[src/hw/rtl/cbt_fifo.sv]
// Small register queue used between the stages and on the result side.
module cbt_fifo #(
  parameter int unsigned WIDTH = 8,
  parameter int unsigned DEPTH = 2
) (
  input  logic             clk_i,
  input  logic             rst_ni,
  input  logic             push_i,
  input  logic [WIDTH-1:0] wdata_i,
  output logic             full_o,
  input  logic             pop_i,
  output logic [WIDTH-1:0] rdata_o,
  output logic             empty_o
);
  localparam int unsigned PtrW = (DEPTH > 1) ? $clog2(DEPTH) : 1;
  localparam int unsigned CntW = $clog2(DEPTH + 1);

  logic [WIDTH-1:0] mem_q [DEPTH];
  logic [PtrW-1:0]  wr_ptr_q, wr_ptr_d, rd_ptr_q, rd_ptr_d;
  logic [CntW-1:0]  cnt_q, cnt_d;
  logic             do_push, do_pop;

  assign full_o  = (cnt_q == CntW'(DEPTH));
  assign empty_o = (cnt_q == '0);
  assign rdata_o = mem_q[rd_ptr_q];
  assign do_push = push_i && !full_o;
  assign do_pop  = pop_i && !empty_o;

  // Advance pointers with wrap at the depth
  always_comb begin
    wr_ptr_d = wr_ptr_q;
    rd_ptr_d = rd_ptr_q;
    cnt_d    = cnt_q;
    if (do_push) begin
      wr_ptr_d = (wr_ptr_q == PtrW'(DEPTH - 1)) ? '0 : wr_ptr_q + 1'b1;
    end
    if (do_pop) begin
      rd_ptr_d = (rd_ptr_q == PtrW'(DEPTH - 1)) ? '0 : rd_ptr_q + 1'b1;
    end
    if (do_push && !do_pop) begin
      cnt_d = cnt_q + 1'b1;
    end else if (do_pop && !do_push) begin
      cnt_d = cnt_q - 1'b1;
    end
  end

  always_ff @(posedge clk_i or negedge rst_ni) begin
    if (!rst_ni) begin
      wr_ptr_q <= '0;
      rd_ptr_q <= '0;
      cnt_q    <= '0;
    end else begin
      wr_ptr_q <= wr_ptr_d;
      rd_ptr_q <= rd_ptr_d;
      cnt_q    <= cnt_d;
    end
  end

  // Store the incoming word
  always_ff @(posedge clk_i) begin
    if (do_push) begin
      mem_q[wr_ptr_q] <= wdata_i;
    end
  end

endmodule

[config.mk]
export PLATFORM = sky130hd
export DESIGN_NAME = cbt_fifo
export DESIGN_NICKNAME = d
export VERILOG_FILES = /design/src/hw/rtl/cbt_fifo.sv
export SDC_FILE = /design/constraint.sdc
export NUM_CORES = 1
export LEC_CHECK = 0
export ABC_CLOCK_PERIOD_IN_PS = 1600
export BUFFER_PORTS_ARGS = -buffer_cell sky130_fd_sc_hd__buf_2
export CAP_MARGIN = 25
export CORE_ASPECT_RATIO = 1.2
export CORE_MARGIN = 2
export CORE_UTILIZATION = 45
export DETAILED_ROUTE_END_ITERATION = 7
export PLACE_DENSITY_LB_ADDON = 0.25
export SYNTH_ARGS = -nofsm -noshare
export SYNTH_HDL_FRONTEND = slang
export SYNTH_SLANG_ARGS = --single-unit
[constraint.sdc]
create_clock -name clk_i -period 1.6 [get_ports clk_i]
set_input_delay 0.24 -clock clk_i [delete_from_list [all_inputs] [get_ports clk_i]]
set_output_delay 0.24 -clock clk_i [all_outputs]
set_load 0.005 [all_outputs]
---- Word-level counts from Yosys, hierarchy flattened ----
Memory sizes are Yosys's and may differ from the RTL's.
Cells that the tools add are included.
operators by class
  reduce and logical (&&, ||, !) cells .... 10
  add/sub/neg operators ................... 4
  equality and inequality tests ........... 1
  muxes and demuxes ....................... 6
operator list
  operator                                                             count
  1-bit logical AND                                                    4
  1-bit logical NOT                                                    4
  1-bit 2-to-1 mux                                                     4
  2-bit 2-to-1 mux                                                     2
  1-bit adder (second input constant)                                  2
  2-bit by 1-bit adder with 2-bit output (second input constant)       1
  2-bit equality test (second input constant)                          1
  2-bit logical NOT                                                    1
  2-bit nonzero test                                                   1
  2-bit by 1-bit subtractor with 2-bit output (second input constant)  1
word-level totals
  memories kept ........................... 1
  bits of input ports ..................... 12
  RAM bits ................................ 16
  register bits after elaboration ......... 4
  output and inout bits ................... 10
memory list
  name   depth  width  read ports  clocked after memory_dff  wr ports  line  source
  mem_q  2      8      1           0                         1         18    logic [WIDTH-1:0] mem_q [DEPTH];

---- Longest topological paths before layout ----
  depth after elaboration ................. 7
  gate-level depth with buffers ........... 7
  mapped depth without buffers ............ 7

---- Worst setup path after synthesis ----
Ideal clock, no wire load.
  path kind ............................... register to register
  from .................................... register cnt_q[0]
  to ...................................... memory mem_q[0][0] (enable)
  required time ........................... 1.230 ns
  setup slack ............................. 0.208 ns
  setup time .............................. 0.370 ns
  cell stages (with the launch flop) ...... 4
  arrival ................................. 1.022 ns
  clock period less this slack ............ 1.392 ns
  cells stage by stage .................... dfrtp_1 nand2b_1 nand2_2 nor2_1
between the ends
  longest elaborated chain between the ends .. 5
RTL lines
  element                                 line  source
  start: declaration                      20    logic [CntW-1:0] cnt_q, cnt_d;
  start signal: assignment                55    cnt_q <= cnt_d;
  2-bit equality test                     23    assign full_o = (cnt_q == CntW'(DEPTH));
  1-bit logical NOT                       26    assign do_push = push_i && !full_o;
  1-bit logical AND                       26
  1-bit 2-to-1 mux                        61    if (do_push) begin
  1-bit 2-to-1 mux (not written as such)  62    mem_q[wr_ptr_q] <= wdata_i;
  end: declaration                        18
Every way passes these cells.

---- Final worst setup path ----
  from .................................... register rd_ptr_q
  to ...................................... output rdata_o[7]
between the ends
  longest elaborated chain between the ends .. 1
RTL lines
  element                   line  source
  start: declaration        19    logic [PtrW-1:0] wr_ptr_q, wr_ptr_d, rd_ptr_q, rd_ptr_d;
  start signal: assignment  54    rd_ptr_q <= rd_ptr_d;
  memory read 2 x 8 bit     -
  end: declaration          12    output logic [WIDTH-1:0] rdata_o,
Every way passes these cells.

==> flow_metrics.env <==
export IMPL_layout_drive_gt1_share_pct=45.7
export IMPL_grt_max_degree=13
export IMPL_num_vias=426
export IMPL_wl_per_cell_um=12.0
export IMPL_worstSetupPathType="register to output pin"
export IMPL_cts_root_buf="clkbuf_4"
export IMPL_syn_inst=44
export IMPL_ant_nets=0
export IMPL_cts_tree="built"
export IMPL_io_pins=22
export IMPL_crit_path_max_fanout=9
export IMPL_grt_overflow=0
export IMPL_startpoint_type="register"
export IMPL_ys_seq_elements=20
export IMPL_portBuffers=21
export IMPL_clock_skew_ps=5.38
export IMPL_setup_viol=0
export IMPL_grtUsageTotal_pct=11.1
export IMPL_dr_pass1_iters=2
export IMPL_clk_path_buf_depth=2
export IMPL_clock_latency_ps=280
export IMPL_syn2layout_area_growth_pct=25.0
export IMPL_ys_warn_count=0
export IMPL_nFillCells=138
export IMPL_cp_arrival_ps=1260
export IMPL_fin_area_um2=977
export IMPL_num_rows=16
export IMPL_numCtsBuffers=3
export IMPL_cts_htree_levels=1
export IMPL_cp_end_kind="output pin"
export IMPL_drc=0
export IMPL_grt_first_pass_wirelength_um=1700
export IMPL_start_util_pct=47.6
export IMPL_vias_per_cell=4.84
export IMPL_tightest_slew_ps=386
export IMPL_cts_num_sinks=20
export IMPL_final_cell_mix="buf_2, edfxtp_1, mux2_1"
export IMPL_fin_crit_ps=1500
export IMPL_grt_pass1_vias=444
export IMPL_final_max_slew_violation_count=0
export IMPL_dieArea_um2=2090
export IMPL_die_x_um=42.1
export IMPL_totalWireLength_um=1060
export IMPL_busiest_layer="met2"
export IMPL_antenna_found_initial=0
export IMPL_seq_area_um2=583
export IMPL_max_slew_margin_rel_pct=74.3
export IMPL_period_share_pct=93.9
export IMPL_clkTransAtPathRegs_ps=100
export IMPL_yosysSeqAreaShare_pct=74.2
export IMPL_hold_depth=1
export IMPL_fin_nets=84
export IMPL_core_area_um2=1640
export IMPL_required_ps=1360
export IMPL_leakage_nw=0.410
export IMPL_drtIter0Drc=4
export IMPL_finalSetupTns_ps=0
export IMPL_use_met1_pct=10.9
export IMPL_synthXorXnorAreaFrac_pct=6.56
export IMPL_rr_worst_depth=6
export IMPL_final_common_cell="buf_2"
export IMPL_syn_avg_cell_area_um2=17.8
export IMPL_hold_violations=0
export IMPL_vdd_ir_drop_max_v=0.00118
export IMPL_diodes=0
export IMPL_synth_mux_area_share_pct=11.5
export IMPL_synth_fp_nets=57
export IMPL_finalNonFillerCells=88
export IMPL_maxCapViolations=0
export IMPL_synth_top_family_by_area="multiplexers"
export IMPL_grt_use_met3_pct=2.20
export IMPL_run_status="complete, no violations"
export IMPL_gp_congestion=0.632
export IMPL_syn_area_um2=782
export IMPL_rsz0062_at_grt="no"
export IMPL_place_hpwl_um=832
export IMPL_yosys_area_share_simple_pct=3.84
export IMPL_synthAdderAreaFrac_pct=1.60
export IMPL_multi_input_area_um2=189
export IMPL_total_power_mw=1.72
export IMPL_die_h_um=49.7
export IMPL_fmax_mhz=665
export IMPL_hold_path_class="primary input to register"
export IMPL_dp_cells=83
export IMPL_placed_cell_area_um2=912
export IMPL_synth_compound_area_share_pct=0.640
export IMPL_synth_distinct_cells=15
export IMPL_met2_usage_pct=21.1
export IMPL_powerDensity_nw_per_um2=1760
## power breakdown
| group | internal (mW) | leakage [nW] | total, mW | switching, mW |
|---|---|---|---|---|
| clock network | 0.253 | 0.0279 | 0.387 | 0.134 |
| logic | 0.277 | 0.188 | 0.491 | 0.214 |
| registers | 0.733 | 0.193 | 0.844 | 0.111 |
## Yosys cell counts (all sizes together)
master  count  area, um^2
xor2        2        17.5
o21ai       1        5.00
ha          1        12.5
mux2        8        90.1
edfxtp     16         480
inv         2        7.51
nand2b      1        6.26
buf         1        5.00
xnor2       3        33.8
and3        1        6.26
nand2       1        6.26
dfrtp       4         100
nor2        3        11.3
## through the flow
| stage | hold slack [ps] | setup WS [ps] | util (%) |
|---|---|---|---|
| finish | 137 | 97.1 | 59.5 |
| global placement | 52.4 | 193 | 55.6 |
| detailed placement | 55.4 | 136 | 55.6 |
| CTS | 125 | 73.2 | 59.5 |
| floorplan | -55.6 | 208 | - |
| global route | 118 | 20.8 | 59.5 |
## final timing paths
kind                                       from                    end  slack, ps
hold / removal                       wdata_i[2]  mem_q[1][2]$_DFFE_PP_        140
max in group asynchronous                rst_ni   rd_ptr_q$_DFFE_PN0P_       1170
min in group asynchronous                rst_ni   wr_ptr_q$_DFFE_PN0N_        290
setup reg to reg           cnt_q[0]$_DFFE_PN0P_   cnt_q[1]$_DFFE_PN0P_        130
setup / recovery           rd_ptr_q$_DFFE_PN0P_             rdata_o[7]        100
hold reg to reg            wr_ptr_q$_DFFE_PN0N_   wr_ptr_q$_DFFE_PN0N_        530
## critical path, stage by stage, from the launching register on
cell	delay, ps
dfrtp_2	500
mux2_2	360
buf_2	120
## flip-flops by register name (all words and copies together), names as in the netlist
register,flops
mem_q,16
cnt_q,2
rd_ptr_q,1
wr_ptr_q,1
## logic make-up after synthesis
group | count (synthesis)
flops | 20
xor+xnor | 5
simple gates | 6
buf+inv | 3
mux | 8
compound gates | 1
fa+ha+maj | 1
## what timing repair did
item,CTS,global route
resized for setup,1,1
endpoints found under the setup margin,8,1
hold buffers,1,0
endpoints found under the hold margin,4,0
buffers inserted,0,0
## final cells by class
cell class                      instances  share of cell area (%)
Sequential cell                        20                    59.7
Clock buffer                            3                    2.30
Timing Repair Buffer                   23                    12.5
Tap cell                               18                    2.30
Clock inverter                          1                    3.07
Multi-Input combinational cell         21                    19.3
Inverter                                2                   0.768
## metal layers
layer  wire [um]  part of all wire [%]
met1         435                    41
met2         557                    53
met3          57                   5.4
met4          10                  0.94
met5           0                     0
Note: power is estimated with default switching activity, not from simulation.
