## src/hw/rtl/cbt_pkg.sv

```systemverilog
// Shared types, constants and request codes for the channel binding table.
package cbt_pkg;

  localparam int unsigned EntriesDefault = 16;

  localparam logic [15:0] ChanMin = 16'h4000;
  localparam logic [15:0] ChanMax = 16'h7fff;
  localparam logic [15:0] LifetimeReset = 16'd600;

  // Configuration register indexes
  localparam logic [7:0] RegRelayFamily = 8'd0;
  localparam logic [7:0] RegLifetime    = 8'd1;

  // Operation codes
  localparam logic [1:0] OpBind     = 2'd0;
  localparam logic [1:0] OpFindNum  = 2'd1;
  localparam logic [1:0] OpFindPeer = 2'd2;

  // Result status codes
  localparam logic [2:0] StOk       = 3'd0;
  localparam logic [2:0] StBadAttr  = 3'd1;
  localparam logic [2:0] StFamily   = 3'd2;
  localparam logic [2:0] StBound    = 3'd3;
  localparam logic [2:0] StFull     = 3'd4;
  localparam logic [2:0] StNotFound = 3'd5;

  // Request classes decided by the front end
  typedef enum logic [2:0] {
    KindBadAttr,
    KindFamily,
    KindBind,
    KindFindNum,
    KindFindPeer
  } kind_e;

  typedef struct packed {
    kind_e       kind;
    logic [15:0] channel;
    logic        family;
    logic [63:0] addr_hi;
    logic [63:0] addr_lo;
    logic [15:0] port;
    logic [31:0] now;
    logic [31:0] expiry;
  } req_t;

  typedef struct packed {
    logic [2:0]  status;
    logic        created;
    logic [15:0] channel;
    logic        family;
    logic [63:0] addr_hi;
    logic [63:0] addr_lo;
    logic [15:0] port;
    logic [4:0]  count;
  } res_t;

endpackage

```

## src/hw/rtl/cbt_front.sv

```systemverilog
// Front end: checks attributes, normalizes the peer and computes the new expiry.
module cbt_front (
  input  logic              relay_family_i,
  input  logic [15:0]       lifetime_i,
  input  logic [1:0]        operation_i,
  input  logic              has_channel_number_i,
  input  logic [15:0]       channel_number_i,
  input  logic              has_peer_i,
  input  logic              peer_family_i,
  input  logic [63:0]       peer_addr_hi_i,
  input  logic [63:0]       peer_addr_lo_i,
  input  logic [15:0]       peer_port_i,
  input  logic [31:0]       now_seconds_i,
  output cbt_pkg::req_t     req_o
);
  logic [32:0] exp_sum;
  logic        attr_ok;

  // Saturating expiry
  assign exp_sum = {1'b0, now_seconds_i} + {17'd0, lifetime_i};
  assign attr_ok = has_channel_number_i && has_peer_i &&
                   (channel_number_i >= cbt_pkg::ChanMin) &&
                   (channel_number_i <= cbt_pkg::ChanMax);

  always_comb begin
    req_o.channel = channel_number_i;
    req_o.family  = peer_family_i;
    req_o.addr_hi = peer_family_i ? peer_addr_hi_i : 64'd0;
    req_o.addr_lo = peer_family_i ? peer_addr_lo_i : {32'd0, peer_addr_lo_i[31:0]};
    req_o.port    = peer_port_i;
    req_o.now     = now_seconds_i;
    req_o.expiry  = exp_sum[32] ? 32'hffff_ffff : exp_sum[31:0];
    // Classify the request
    case (operation_i)
      cbt_pkg::OpBind: begin
        if (!attr_ok) begin
          req_o.kind = cbt_pkg::KindBadAttr;
        end else if (peer_family_i != relay_family_i) begin
          req_o.kind = cbt_pkg::KindFamily;
        end else begin
          req_o.kind = cbt_pkg::KindBind;
        end
      end
      cbt_pkg::OpFindNum:  req_o.kind = cbt_pkg::KindFindNum;
      cbt_pkg::OpFindPeer: req_o.kind = cbt_pkg::KindFindPeer;
      default:             req_o.kind = cbt_pkg::KindBadAttr;
    endcase
  end

endmodule

```

## config.mk

```make
export PLATFORM = sky130hd
export DESIGN_NAME = cbt_front
export DESIGN_NICKNAME = d
export VERILOG_FILES = /design/src/hw/rtl/cbt_pkg.sv /design/src/hw/rtl/cbt_front.sv
export SDC_FILE = /design/constraint.sdc
export NUM_CORES = 1
export LEC_CHECK = 0
export ABC_AREA = 1
export BUFFER_PORTS_ARGS = -buffer_cell sky130_fd_sc_hd__buf_2
export CAP_MARGIN = 5
export CORE_AREA = 2 2 172 174
export DETAILED_ROUTE_END_ITERATION = 7
export DIE_AREA = 0 0 174 176
export GPL_TIMING_DRIVEN = 0
export PLACE_DENSITY = 0.41
export SLEW_MARGIN = 10
export SYNTH_ARGS = -nofsm -noshare
export SYNTH_HDL_FRONTEND = slang
export SYNTH_SLANG_ARGS = --single-unit
```

## constraint.sdc

```tcl
create_clock -name vclk -period 2.2
set_clock_uncertainty 0.2 [all_clocks]
set_input_delay 0.22 -clock vclk [all_inputs]
set_output_delay 0.22 -clock vclk [all_outputs]
set_load 0.01 [all_outputs]
```

# Yosys cells after proc, flatten, opt, wreduce, memory -nomap -nowiden
# Index checks and enable logic that the tools add are counted.
[classes]
addsub = 1
magnitude_cmp = 2
eq_ne = 3
muxes = 6
n_reduce_logical = 4
[ops]
columns = ["operator", "n"]
rows = [
  ["2-to-1 mux 64 bit", 2],
  ["adder 32 x 16 -> 33 bit", 1],
  ["2-to-1 mux 32 bit", 1],
  ["greater-or-equal comparator 16 x 15 -> 1 bit, second input constant", 1],
  ["less-or-equal comparator 16 x 15 -> 1 bit, second input constant", 1],
  ["one-hot mux 3 bit (3 select lines)", 1],
  ["2-to-1 mux 2 bit", 2],
  ["logical AND 1 bit", 3],
  ["equality test 2 x 1 -> 1 bit, second input constant", 1],
  ["equality test 2 bit, second input constant", 1],
  ["zero test 2 bit", 1],
  ["!= test 1 bit", 1],
]
[totals]
ff_bits = 0
input_bits = 214
output_inout_bits = 228
elab_cells = 16

# Depth between registers and ports, before layout
[logic_depth]
depth_word = 5
depth_mapped = 12
mapped_depth_nobuf = 12

# Worst setup path after synthesis
# Ideal clock, no wire load.
[synth_timing]
kind = "input -> output"
from = "in lifetime_i[0]"
to = "out req_o[30] (netlist name)"
arrival_time_ps = 1663
required_time_ps = 1780
setup_slack_ps = 117
cell_stages = 12
n_path_buf = 1
cell_sequence = "ha_1 -> fa_1 -> nand2_1 -> nand2_1 -> and2_4 -> nand2_2 -> nand2_2 -> nand2_2 -> nand2_2 -> nand3_4 -> buf_12 -> nand3_2"
[synth_rtl]
columns = ["element", "line", "source"]
rows = [
  ["start, declared", "cbt_front.sv:4", "input logic [15:0] lifetime_i,"],
  ["end, declared", "cbt_front.sv:14", "output cbt_pkg::req_t req_o"],
]

==> results.toml <==
[die]
io-pin-count = 442
std_cell_rows = 62
initial_utilization = 0.124
chipWidth_um = 174
die_h_um = 176
die_area_mm2 = 0.0306
fp.coreArea_mm2 = 0.0285

[yosys]
synthesis.nets = 924
yosys.area_share.adder = 0.0620
synth_compound_area_frac = 0.0296
ys_warn_count = 0
synth_cell_types = 36
post_synth_instance_area_mm2 = 0.00355
synth_area_per_cell_um2 = 5.13
share_of_cell_area_taken_by_muxes_after_synthesis = 0
netlist_instances = 693
synth_top_family_by_area = "simple AND/OR/NAND/NOR gates"
post_synth_xor_xnor_area = 0.0247
ys_seq_area_frac = 0
area_fraction_in_and_or_nand_and_nor_cells_after_synthesis = 0.465

[routing]
drt-vias-per-instance = 3.47
drt-pass1-iter-count = 4
route.antenna.remaining_nets = 0
finalWirelength_mm = 19.7
drcViolationCount = 0
drt_iter0_drc = 275
dr_total_vias = 5101
wl_per_cell_um = 13.4

[grt]
grt_max_degree = 11
grt_pass1_wl_mm = 27.9
combined_global_route_utilization_of_all_metal_layers = 0.117
grt_antenna_before_repair = 0
grt_pass1_vias = 4578
grt.overflow.total = 0

[critical_path]
cp_cell_sequence = "buf_8 -> ha_4 -> fa_2 -> nand2_2 -> nand2_2 -> and2_4 -> nand2_4 -> nand2_4 -> nand2_4 -> nand2_4 -> nand3_4 -> clkbuf_16 -> nand3_2 -> buf_6"
worst_ep_required_time_ns = 1.78
setup.worst_path.end = "req_o[27]"
timing.critical_path.slowest_cell_delay_ns = 0.34
timing.critical_path.from = "now_seconds_i[0]"
critPathKind = "input pin to output pin"
worst_path_dominant_cell_family = "simple AND/OR/NAND/NOR gates"
worst_ep_arrival_time_ns = 1.91
worst_path_max_delay_cell = "fa_2"
critical_path.n_buffers_inverters = 3
path_common_cell = "nand2_4"
worstSetupStartpointType = "input pin"
cp_num_cells = 14
endpoint_kind = "output pin"
largest_fanout_on_the_critical_path = 7

[place]
gpl.final_weighted_congestion = 0.839
dp_hpwl_mm = 17.8
placed_area_mm2 = 0.00593
buffer_ports.inserted = 379

[timing]
slew_violations = 0
post-route-min-period_ns = 2.33
finalHoldWorstSlack_ns = 0.423
max_clock_freq_mhz = 428
timing.final.setup_violations = 32
post-route-period-util = 1.06
final_critical_path_setup_slack_ns = -0.134
slew_worst_pin_ns = 0.474
rsz0062_at_grt = "yes"
worst_slew_margin_rel = 0.684
timing.final.hold_violations = 0

[cells_and_area]
area.sequential_um2 = 0
mostFrequentLayoutCell = "buf_2"
area_delta_synth_final_pct = 86.5
clock_buffers = 0
postLayoutCellArea_mm2 = 0.00663
drive_gt1_frac = 0.531
num-nets-final = 1318
most-common-layout-cells = "buf_2 (348), nand2_1 (228), inv_1 (173)"
antenna_cell_count = 0
design.seq.count = 0

[pwr]
clkPwrFrac = 0
internal_power_w = 0.000732
worst_ir_drop_vdd_v = 0.0000905
sw_frac_of_total = 0.519
pwr-share-comb = 1.000
total_switching_power_w = 0.000791
power.static_leakage_nw = 4.61
fraction_of_power_consumed_by_sequential_logic = 0
pwr_density_cell_mw_per_mm2 = 230

[min_path]
hold_path_class = "input pin to output pin"
whs_path_depth = 2

[status]
failed_checks = "negative setup slack"
run_status = "finished with violations"

[job]
max-cap-violations = 0

[clock_network]
cts_hold_repair.buffers = 0
## cell families (layout without fill, tap and decap cells)
family          Yosys count  count (layout)
compound gates           18              18
simple gates            360             360
xor+xnor                 10              10
fa+ha+maj                17              17
buf+inv                 288             680
## per-stage QoR
step / cells / TNS [ns] / setup WS, ns / power [W] / utilization
finish: 1469 / -3.29 / -0.134 / 0.00152 / 0.232
global placement: 1456 / -9.99 / -0.391 / 0.00129 / 0.208
global route: 1469 / -6.28 / -0.247 / 0.00167 / 0.232
CTS: 1468 / -5.33 / -0.203 / 0.00145 / 0.223
detailed placement: 1456 / -10.02 / -0.385 / 0.00129 / 0.208
floorplan: 693 / 0 / 0.117 / 0.000707 / -
## Yosys cell counts (all sizes together)
master | number | area share
xor2 | 8 | 0.020
nand2 | 259 | 0.28
or2 | 6 | 0.011
a21boi | 2 | 0.0042
clkbuf | 6 | 0.0063
nor2 | 33 | 0.040
o22ai | 1 | 0.0018
nor3b | 1 | 0.0021
and2 | 1 | 0.0025
inv | 177 | 0.19
buf | 105 | 0.23
ha | 16 | 0.056
o21bai | 2 | 0.0042
o21ai | 4 | 0.0056
a21oi | 9 | 0.014
nand3b | 2 | 0.0042
xnor2 | 2 | 0.0049
nand3 | 44 | 0.094
fa | 1 | 0.0056
nor3 | 9 | 0.019
nand4 | 5 | 0.013
## layout make-up
type / instances / area, um^2
buffer: 111 / 826
tap: 384 / 480
inverter: 177 / 664
timing repair buffer: 392 / 2240
multi-input combinational: 405 / 2420
fill: 3360 / 21900
## worst min-delay path by stage
| stage | start | to |
|---|---|---|
| 2_1_floorplan | operation_i[1] | req_o[226] |
| 3_3_place_gp | channel_number_i[7] | req_o[216] |
| 3_5_place_dp | peer_addr_lo_i[5] | req_o[85] |
| 4_1_cts | channel_number_i[4] | req_o[213] |
| 5_1_grt | peer_port_i[7] | req_o[71] |
| 6_report | channel_number_i[4] | req_o[213] |
## routing by layer
layer	wire length (um)	share of wire	up-vias	global-route usage
met1	9910	0.50	2183	0.177
met3	1230	0.062	4	0.0164
met5	0	0	-	0
met4	63	0.0032	0	0.00560
met2	8530	0.43	227	0.184
li1	-	-	2687	-
## what timing repair did
item                                    in CTS  in global routing
endpoints found under the setup margin      32                 32
hold endpoints to repair                     0                  0
pin swaps                                   15                 13
setup buffers                               10                  2
gates cloned                                 2                  1
resized for setup                           66                 50
## power groups by stage
stage / registers (W) / logic, W / clock network, W
2_1_floorplan: 0 / 0.000707 / 0
3_3_place_gp: 0 / 0.00129 / 0
3_5_place_dp: 0 / 0.00129 / 0
4_1_cts: 0 / 0.00145 / 0
5_1_grt: 0 / 0.00167 / 0
6_report: 0 / 0.00152 / 0
Power figures use the tool's default switching activity.
